[src/sv/hsv2rgb_pkg.sv]
package hsv2rgb_pkg;

  localparam int unsigned HUE_BITS_DEF     = 16;
  localparam int unsigned CHANNEL_BITS_DEF = 8;

  // Register stages between the input and the output port.
  localparam int unsigned PIPE_DEPTH = 4;

  localparam int unsigned SECTOR_BITS = 3;

  // Hue sectors, floor(6h).
  typedef enum logic [SECTOR_BITS-1:0] {
    SEC_RED     = 3'd0,
    SEC_YELLOW  = 3'd1,
    SEC_GREEN   = 3'd2,
    SEC_CYAN    = 3'd3,
    SEC_BLUE    = 3'd4,
    SEC_MAGENTA = 3'd5
  } sector_e;

endpackage

[src/sv/hsv2rgb_if.sv]
interface hsv_pixel_if #(
  parameter int unsigned HUE_BITS     = 16,
  parameter int unsigned CHANNEL_BITS = 8
);
  logic                    valid;
  logic                    ready;
  logic [HUE_BITS-1:0]     hue;
  logic [CHANNEL_BITS-1:0] saturation;
  logic [CHANNEL_BITS-1:0] brightness;

  modport source (output valid, hue, saturation, brightness, input ready);
  modport sink   (input valid, hue, saturation, brightness, output ready);
endinterface

interface rgb_pixel_if #(
  parameter int unsigned CHANNEL_BITS = 8
);
  logic                    valid;
  logic                    ready;
  logic [CHANNEL_BITS-1:0] red;
  logic [CHANNEL_BITS-1:0] green;
  logic [CHANNEL_BITS-1:0] blue;

  modport source (output valid, red, green, blue, input ready);
  modport sink   (input valid, red, green, blue, output ready);
endinterface

[src/sv/hsv_to_rgb_converter.sv]
// HSV to RGB pixel converter, six-sector rule.
// hsv_i takes one pixel per transaction: hue (fraction of a turn), saturation
// and brightness (all-ones = 1.0). rgb_o gives one pixel per transaction with
// red, green and blue truncated toward zero.
// Throughput: one pixel per clock while rgb_o.ready is high. The result passes
// through four register stages: hue*6 and v(1-s); f*s and (1-f)*s; v*(1-fs)
// and v*(1-(1-f)s); the divide by the channel maximum and the sector mux.
// Each stage carries its own valid bit. When rgb_o.ready is low the output
// holds; earlier stages keep filling empty slots, so hsv_i.ready only drops
// once every stage holds a pixel. Nothing is dropped or repeated.
// Reset (rst_ni low, asynchronous) empties all stages; rgb_o.valid goes low
// and hsv_i.ready is high out of reset.
module hsv_to_rgb_converter import hsv2rgb_pkg::*; #(
  parameter int unsigned HUE_BITS     = HUE_BITS_DEF,
  parameter int unsigned CHANNEL_BITS = CHANNEL_BITS_DEF
) (
  input  logic               clk_i,
  input  logic               rst_ni,
  hsv_pixel_if.sink          hsv_i,
  rgb_pixel_if.source        rgb_o
);

  localparam int unsigned H = HUE_BITS;
  localparam int unsigned C = CHANNEL_BITS;
  localparam logic [C-1:0] ChMax = '1;

  // floor(x / (2^C - 1)), exact for x <= (2^C - 1)^2
  function automatic logic [C-1:0] div_max(input logic [2*C-1:0] x);
    logic [2*C:0] y;
    y = {1'b0, x} + {{(C+1){1'b0}}, x[2*C-1:C]} + {{(2*C){1'b0}}, 1'b1};
    return y[2*C-1:C];
  endfunction

  logic [PIPE_DEPTH-1:0] vld_q, vld_d, en;

  // handshake: a stage loads when empty or when its content moves on
  always_comb begin
    en[PIPE_DEPTH-1] = !vld_q[PIPE_DEPTH-1] || rgb_o.ready;
    for (int k = PIPE_DEPTH - 2; k >= 0; k--) begin
      en[k] = !vld_q[k] || en[k+1];
    end
    vld_d[0] = en[0] ? hsv_i.valid : vld_q[0];
    for (int k = 1; k < PIPE_DEPTH; k++) begin
      vld_d[k] = en[k] ? vld_q[k-1] : vld_q[k];
    end
  end

  always_ff @(posedge clk_i or negedge rst_ni) begin
    if (!rst_ni) begin
      vld_q <= '0;
    end else begin
      vld_q <= vld_d;
    end
  end

  assign hsv_i.ready = en[0];

  // stage 1: sector, fraction, v*(M-s)
  logic [H+2:0]   six;
  sector_e        sec1_d, sec1_q;
  logic [H-1:0]   frac1_q;
  logic [C-1:0]   sat1_q, val1_q;
  logic [2*C-1:0] pprod1_d, pprod1_q;

  assign six      = ({3'b000, hsv_i.hue} << 2) + ({3'b000, hsv_i.hue} << 1);
  assign sec1_d   = sector_e'(six[H+2:H]);
  assign pprod1_d = {{C{1'b0}}, hsv_i.brightness} * {{C{1'b0}}, ~hsv_i.saturation};

  always_ff @(posedge clk_i) begin
    if (en[0]) begin
      sec1_q   <= sec1_d;
      frac1_q  <= six[H-1:0];
      sat1_q   <= hsv_i.saturation;
      val1_q   <= hsv_i.brightness;
      pprod1_q <= pprod1_d;
    end
  end

  // stage 2: f*s, (1-f)*s, p code
  logic [H:0]     frac_inv;
  logic [H+C:0]   fs2_d, gs2_d, fs2_q, gs2_q;
  sector_e        sec2_q;
  logic [C-1:0]   val2_q, p2_q;

  assign frac_inv = {1'b1, {H{1'b0}}} - {1'b0, frac1_q};
  assign fs2_d    = {{(C+1){1'b0}}, frac1_q} * {{(H+1){1'b0}}, sat1_q};
  assign gs2_d    = {{C{1'b0}}, frac_inv} * {{(H+1){1'b0}}, sat1_q};

  always_ff @(posedge clk_i) begin
    if (en[1]) begin
      sec2_q <= sec1_q;
      val2_q <= val1_q;
      fs2_q  <= fs2_d;
      gs2_q  <= gs2_d;
      p2_q   <= div_max(pprod1_q);
    end
  end

  // stage 3: v*(D - f*s) and v*(D - (1-f)*s), scaled down by 2^H
  localparam logic [H+C:0] Den = {1'b0, ChMax, {H{1'b0}}};
  logic [H+C:0]     qa, ta;
  logic [2*C+H-1:0] qprod, tprod;
  sector_e          sec3_q;
  logic [C-1:0]     val3_q, p3_q;
  logic [2*C-1:0]   qx3_q, tx3_q;

  assign qa    = Den - fs2_q;
  assign ta    = Den - gs2_q;
  assign qprod = {{C{1'b0}}, qa[H+C-1:0]} * {{(C+H){1'b0}}, val2_q};
  assign tprod = {{C{1'b0}}, ta[H+C-1:0]} * {{(C+H){1'b0}}, val2_q};

  always_ff @(posedge clk_i) begin
    if (en[2]) begin
      sec3_q <= sec2_q;
      val3_q <= val2_q;
      p3_q   <= p2_q;
      qx3_q  <= qprod[2*C+H-1:H];
      tx3_q  <= tprod[2*C+H-1:H];
    end
  end

  // stage 4: q and t codes, sector routing
  logic [C-1:0] q4, t4;
  logic [C-1:0] red_d, green_d, blue_d;
  logic [C-1:0] red_q, green_q, blue_q;

  assign q4 = div_max(qx3_q);
  assign t4 = div_max(tx3_q);

  always_comb begin
    case (sec3_q)
      SEC_RED: begin
        red_d = val3_q; green_d = t4;     blue_d = p3_q;
      end
      SEC_YELLOW: begin
        red_d = q4;     green_d = val3_q; blue_d = p3_q;
      end
      SEC_GREEN: begin
        red_d = p3_q;   green_d = val3_q; blue_d = t4;
      end
      SEC_CYAN: begin
        red_d = p3_q;   green_d = q4;     blue_d = val3_q;
      end
      SEC_BLUE: begin
        red_d = t4;     green_d = p3_q;   blue_d = val3_q;
      end
      default: begin
        red_d = val3_q; green_d = p3_q;   blue_d = q4;
      end
    endcase
  end

  always_ff @(posedge clk_i) begin
    if (en[3]) begin
      red_q   <= red_d;
      green_q <= green_d;
      blue_q  <= blue_d;
    end
  end

  assign rgb_o.valid = vld_q[PIPE_DEPTH-1];
  assign rgb_o.red   = red_q;
  assign rgb_o.green = green_q;
  assign rgb_o.blue  = blue_q;

endmodule

[src/flat_wrapper.sv]
// flat-port wrapper written by rule: the top's interface ports become plain ports
module hsv_to_rgb_converter_flat import hsv2rgb_pkg::*;
#(
  parameter int unsigned HUE_BITS     = HUE_BITS_DEF,
  parameter int unsigned CHANNEL_BITS = CHANNEL_BITS_DEF
)
  (clk_i, rst_ni, hsv_i_valid, hsv_i_hue, hsv_i_saturation, hsv_i_brightness, hsv_i_ready, rgb_o_valid, rgb_o_red, rgb_o_green, rgb_o_blue, rgb_o_ready);
  hsv_pixel_if #(.HUE_BITS(HUE_BITS), .CHANNEL_BITS(CHANNEL_BITS)) hsv_i_i ();
  rgb_pixel_if #(.CHANNEL_BITS(CHANNEL_BITS)) rgb_o_i ();
  input  logic clk_i;
  input  logic rst_ni;
  input wire logic [$bits(hsv_i_i.valid)-1:0] hsv_i_valid;
  input wire logic [$bits(hsv_i_i.hue)-1:0] hsv_i_hue;
  input wire logic [$bits(hsv_i_i.saturation)-1:0] hsv_i_saturation;
  input wire logic [$bits(hsv_i_i.brightness)-1:0] hsv_i_brightness;
  output wire logic [$bits(hsv_i_i.ready)-1:0] hsv_i_ready;
  output wire logic [$bits(rgb_o_i.valid)-1:0] rgb_o_valid;
  output wire logic [$bits(rgb_o_i.red)-1:0] rgb_o_red;
  output wire logic [$bits(rgb_o_i.green)-1:0] rgb_o_green;
  output wire logic [$bits(rgb_o_i.blue)-1:0] rgb_o_blue;
  input wire logic [$bits(rgb_o_i.ready)-1:0] rgb_o_ready;
  assign hsv_i_i.valid = hsv_i_valid;
  assign hsv_i_i.hue = hsv_i_hue;
  assign hsv_i_i.saturation = hsv_i_saturation;
  assign hsv_i_i.brightness = hsv_i_brightness;
  assign hsv_i_ready = hsv_i_i.ready;
  assign rgb_o_valid = rgb_o_i.valid;
  assign rgb_o_red = rgb_o_i.red;
  assign rgb_o_green = rgb_o_i.green;
  assign rgb_o_blue = rgb_o_i.blue;
  assign rgb_o_i.ready = rgb_o_ready;
  hsv_to_rgb_converter #(.HUE_BITS(HUE_BITS), .CHANNEL_BITS(CHANNEL_BITS)) u_core (.clk_i(clk_i), .rst_ni(rst_ni), .hsv_i(hsv_i_i), .rgb_o(rgb_o_i));
endmodule
[config.mk]
export PLATFORM = sky130hd
export DESIGN_NAME = hsv_to_rgb_converter_flat
export DESIGN_NICKNAME = d
export VERILOG_FILES = /design/src/sv/hsv2rgb_pkg.sv /design/src/sv/hsv2rgb_if.sv /design/src/sv/hsv_to_rgb_converter.sv /design/src/flat_wrapper.sv
export SDC_FILE = /design/constraint.sdc
export NUM_CORES = 2
export LEC_CHECK = 0
export BUFFER_PORTS_ARGS = -buffer_cell sky130_fd_sc_hd__buf_2
export CAP_MARGIN = 15
export CORE_MARGIN = 2
export CORE_UTILIZATION = 50
export CTS_CLUSTER_SIZE = 16
export DETAILED_ROUTE_END_ITERATION = 10
export GPL_TIMING_DRIVEN = 0
export PLACE_DENSITY = 0.68
export SYNTH_ARGS = -nofsm -noshare
export SYNTH_HDL_FRONTEND = slang
export SYNTH_SLANG_ARGS = --single-unit
[constraint.sdc]
create_clock -name clk_i -period 6.15 [get_ports clk_i]
set_input_delay 0.615 -clock clk_i [delete_from_list [all_inputs] [get_ports clk_i]]
set_output_delay 0.615 -clock clk_i [all_outputs]
set_load 0.05 [all_outputs]
* Word level (Yosys, flattened, before mapping)
Cells that the tools add are included.
Operators by class: add/subtract/negate cells 10, $mul 5, eq/ne operators 4, muxes and demuxes 3, bitwise operators 1, reduce and logical (&&, ||, !) cells 13
Operators by type and width (number):
- one-hot mux 8 bit (3 select lines) | 3
- multiplier 24 x 8 -> 32 bit | 2
- adder 16 x 1 -> 16 bit (second input constant) | 3
- adder 16 x 8 -> 16 bit | 3
- subtractor 24 bit (first input constant) | 2
- multiplier 16 x 8 -> 24 bit | 1
- multiplier 17 x 8 -> 24 bit | 1
- adder 18 x 17 -> 19 bit | 1
- subtractor 17 x 16 -> 17 bit (first input constant) | 1
- multiplier 8 x 8 -> 16 bit | 1
- inverter 8 bit | 1
- OR reduction 2 bit | 4
- equality test 3 x 2 -> 1 bit (second input constant) | 2
- zero test 1 bit | 4
- logical OR 1 bit | 4
- equality test 3 x 1 -> 1 bit (second input constant) | 1
- equality test 3 bit (second input constant) | 1
- zero test 3 bit | 1
Word-level totals: flip-flop bits (word level) 197, output and inout bits 26, logic and storage cells 58

* Logic depth before layout (Yosys ltp)
depth in word-level cells 5, gate-level depth with buffers 26

* Worst setup path before layout
Ideal clock, no wire load.
path type register to register, start register u_core.fs2_q[8], end register u_core.qx3_q[13] (data pin), library setup time 0.273 ns, arrival 5.745 ns, required time 5.877 ns, slack 0.132 ns, stages on the path, launching flop included 21, clock period less this slack 6.018 ns, cell sequence edfxtp_1 or4_1 nor4_1 nor3b_2 xnor2_1 nand2b_1 fa_1 inv_1 fa_1 fa_1 inv_1 fa_1 inv_1 ha_1 nand3_1 nor4_1 nand4bb_1 a41oi_1 nor2_1 o31ai_1 xor2_1
Between the ends: cells in the longest elaborated chain, start to end 2
RTL lines:
- from (decl) | line hsv_to_rgb_converter.sv:81 | logic [H+C:0] fs2_d, gs2_d, fs2_q, gs2_q;
- from (signal assigned) | line hsv_to_rgb_converter.sv:93 | fs2_q <= fs2_d;
- subtractor 24 bit | line hsv_to_rgb_converter.sv:107 | assign qa = Den - fs2_q;
- multiplier 24 x 8 -> 32 bit | line hsv_to_rgb_converter.sv:109 | assign qprod = {{C{1'b0}}, qa[H+C-1:0]} * {{(C+H){1'b0}}, val2_q};
- via u_core.qprod[29] | line hsv_to_rgb_converter.sv:102 | logic [2*C+H-1:0] qprod, tprod;
- to (signal assigned) | line hsv_to_rgb_converter.sv:117 | qx3_q <= qprod[2*C+H-1:H];
- to (decl) | line hsv_to_rgb_converter.sv:105 | logic [2*C-1:0] qx3_q, tx3_q;
The timed path passes the listed nets, and every way through them passes these cells. A chain may end at the register's enable or synchronous reset.

* Worst setup path after layout
start register u_core.fs2_q[3], end register u_core.qx3_q[12] (data pin)
The elaborated chain is that of the path after synthesis.

==> flow_metrics.tcl <==
set metrics [dict create \
    status "complete, but fails checks" \
    violations "setup timing" \
    vias 21370 \
    antenna_found_initial 1 \
    htreeDepth 4 \
    worst_pin_slew_ns 0.9291 \
    period_minus_slack_ns 6.154 \
    remaining_drc_errors 0 \
    n_antenna_cell 0 \
    setup_slack_ns -0.004055 \
    place_inst 3800 \
    wire_per_inst_um 18.53 \
    drtPass1Iterations 5 \
    async_flop_share_pct 2.073 \
    ys_types 71 \
    rsz0062_at_grt "true" \
    wl_met1_um 31590 \
    layoutNonFillerInstCount 3924 \
    worstPathRequired_ns 6.38 \
    clkSlewWorstSetupHoldPaths_ns 0.08 \
    slew-limit-headroom_pct 38.00 \
    yosysWarnings 0 \
    fin_tns_setup_ns -0.004055 \
    grt_pass1_vias 22400 \
    highest_layer "met4" \
    synthCells 2970 \
    initial_utilization_pct 50.73 \
    synth-edff-count 189 \
    ys.flop_type "edfxtp_1" \
    coreArea_um2 57810 \
    synth_top_area_share_pct 30.58 \
    path_class "register to register" \
    fp.dieH_um 246.2 \
    finalSetupViolCount 1 \
    crit_path_end_kind "register" \
    netlist_top_cells_area "fa_1 (31%), edfxtp_1 (19%), ha_1 (11%), and2_1 (9.2%), inv_1 (6.0%)" \
    slew_violations 0 \
    finalHoldViolations 0 \
    clock-root-buffer "clkbuf_16" \
    wl_met2_um 35810 \
    min_path_cells 2 \
    startpoint_type "register" \
    dp_hpwl_um 57060 \
    drt_iter0_drc 1563 \
    viasPerCell 5.446 \
    ios 62 \
    grt_pass1_wl_um 117400 \
    clkSinkCount 193 \
    critPathTopFamily "adder cells" \
    fin_skew_ns 0.01684 \
    drive_above_1_share_pct 13.17 \
    cts_made_buffers 17 \
    fmax_mhz 162.5 \
    finalNetCount 3888 \
    syn_avg_cell_area_um2 9.874 \
    routed_wl_um 72710 \
    grt_max_degree 66 \
    critical-path-slowest-cell "fa_1" \
    die_x_um 246.2 \
    cp.buffers_inverters 3 \
    period_share_pct 100.1 \
    seq_area_frac_synth_pct 19.69 \
    grt.overflow.total 0 \
    cp.depth 22 \
    synth_top_cell_by_area "fa_1" \
    cp_slowest_stage_delay_ns 0.50 \
    nFillCells 4965 \
    fin_area_um2 33460 \
    clk_path_buf_depth 2 \
    wl_met3_um 3137 \
    syn-num-nets 3712 \
    critPathMostFrequentCell "fa_1" \
    gp_congestion 0.9230 \
    port_buffers 61 \
    synth_area_um2 29330 \
    cts_tree "built" \
    clk_latency_ns 0.49 \
    ys_seq_elements 193 \
    worstPathArrival_ns 6.38 \
    grtUsageTotal_pct 24.66 \
    hold_path_class "input port to register" \
    maxCapViolCount 0 \
    die-area_um2 60610 \
    place_area_um2 30670 \
    rows 88 \
    rr_worst_depth 22 \
    ant_nets 0 \
    crit_chain "nor4_4, nor2b_4, nand2_2, or4_4, xor2_4, buf_6, and2_4, fa_1, fa_1, fa_1, inv_1, fa_1, inv_2, ha_4, nand3_4, nor2_4, o2111ai_4, a41oi_2, o21a_1, o21a_1, o22ai_2, xnor2_1" \
    area_growth_pct 14.08 \
    crit_fanout 8 \
]
-- worst paths after layout --
path                            startpoint                to  slack [ns]
max                        u_core.fs2_q[3]  u_core.qx3_q[12]      -0.004
min                            hsv_i_valid   u_core.vld_q[0]        0.32
max reg2reg                u_core.fs2_q[3]  u_core.qx3_q[12]      -0.004
min reg2reg                 u_core.p2_q[3]    u_core.p3_q[3]        0.42
max in group asynchronous           rst_ni   u_core.vld_q[2]        5.55
min in group asynchronous           rst_ni   u_core.vld_q[3]        0.47
-- area by class of cell --
type                            instances  area, um2  share of cell area, %
Clock inverter                         15      181.4                 0.5423
Multi-Input combinational cell       2214      22900                  68.44
Clock buffer                           17      425.4                  1.272
Timing Repair Buffer                  160       1094                  3.269
Buffer                                 88      351.6                  1.051
Tap cell                              765      957.2                  2.861
Inverter                              472       1774                  5.303
Sequential cell                       193       5776                  17.26
-- stage by stage --
stage | util [%] | setup slack, ns | hold WS (ns)
final | 57.88 | -0.004055 | 0.3232
after global routing | 57.88 | -0.2078 | 0.3279
after CTS | 56.04 | 0.004120 | 0.2941
after detailed placement | 53.06 | -0.9957 | 0.4045
after global placement | 52.92 | -0.9456 | 0.4057
after floorplan | - | 0.1324 | 0.3194
-- cell usage in the layout, fill, tap and decap left out, drive strengths merged, types with 36 or more instances in the layout --
| master | instances |
|---|---|
| o21ai | 53 |
| xor2 | 52 |
| and2 | 437 |
| inv | 481 |
| edfxtp | 189 |
| fa | 448 |
| a21oi | 86 |
| nor2b | 67 |
| nand2 | 225 |
| nand2b | 48 |
| o21a | 36 |
| buf | 163 |
| xnor2 | 113 |
| clkbuf | 101 |
| nor2 | 92 |
| nor3 | 38 |
| ha | 258 |
-- layer usage --
layer / GRT usage [%] / up-vias
met5: 0 / -
met4: 7.451 / 0
li1: - / 9851
met1: 33.72 / 10830
met2: 41.42 / 569
met3: 2.614 / 116
-- registers in the layout (all words and copies together) (netlist names), 15 cells and up --
name / cells
u_core.frac1_q: 15
u_core.fs2_q: 22
u_core.gs2_q: 23
u_core.pprod1_q: 16
u_core.qx3_q: 16
u_core.tx3_q: 16
-- worst register-to-register path, cell delays in order (launching register included) --
cell,delay (ns)
edfxtp_1,0.48
nor4_4,0.35
nor2b_4,0.25
nand2_2,0.10
or4_4,0.46
xor2_4,0.28
buf_6,0.14
and2_4,0.13
fa_1,0.42
fa_1,0.50
fa_1,0.50
inv_1,0.05
fa_1,0.49
inv_2,0.05
ha_4,0.29
nand3_4,0.14
nor2_4,0.18
o2111ai_4,0.21
a41oi_2,0.29
o21a_1,0.19
o21a_1,0.18
o22ai_2,0.09
xnor2_1,0.15
-- what timing repair did --
item,in CTS,in global routing
resized for setup,132,138
setup buffers,37,57
setup endpoints to repair,40,33
hold buffers,1,0
hold endpoints to repair,4,0
pin swaps,26,51
cloned,0,0
-- synth_stat cells (all sizes together), types with 13 or more instances --
cell type	n
xor2	52
o21a	36
nand3	32
o21ai	53
nor2	92
inv	472
a21o	26
nor3	38
nand2	225
clkbuf	86
fa	448
and2	437
mux2i	13
a21oi	86
xnor2	113
ha	258
nand2b	48
o211ai	18
nor2b	67
a211oi	16
edfxtp	189
-- cell families (layout without fill, tap and decap cells) --
| family | count (synthesis) | in the layout | share of synthesized area, % |
|---|---|---|---|
| fa+ha+maj | 706 | 706 | 41.59 |
| simple gates | 1009 | 1009 | 18.78 |
| flops | 193 | 193 | 19.69 |
| mux | 14 | 14 | 0.4821 |
| buf+inv | 563 | 752 | 7.257 |
| compound gates | 320 | 320 | 7.270 |
| xor+xnor | 165 | 165 | 4.928 |
Power is not shown: default switching activity piles up to over one toggle a cycle in this logic, so the estimate is an artifact.
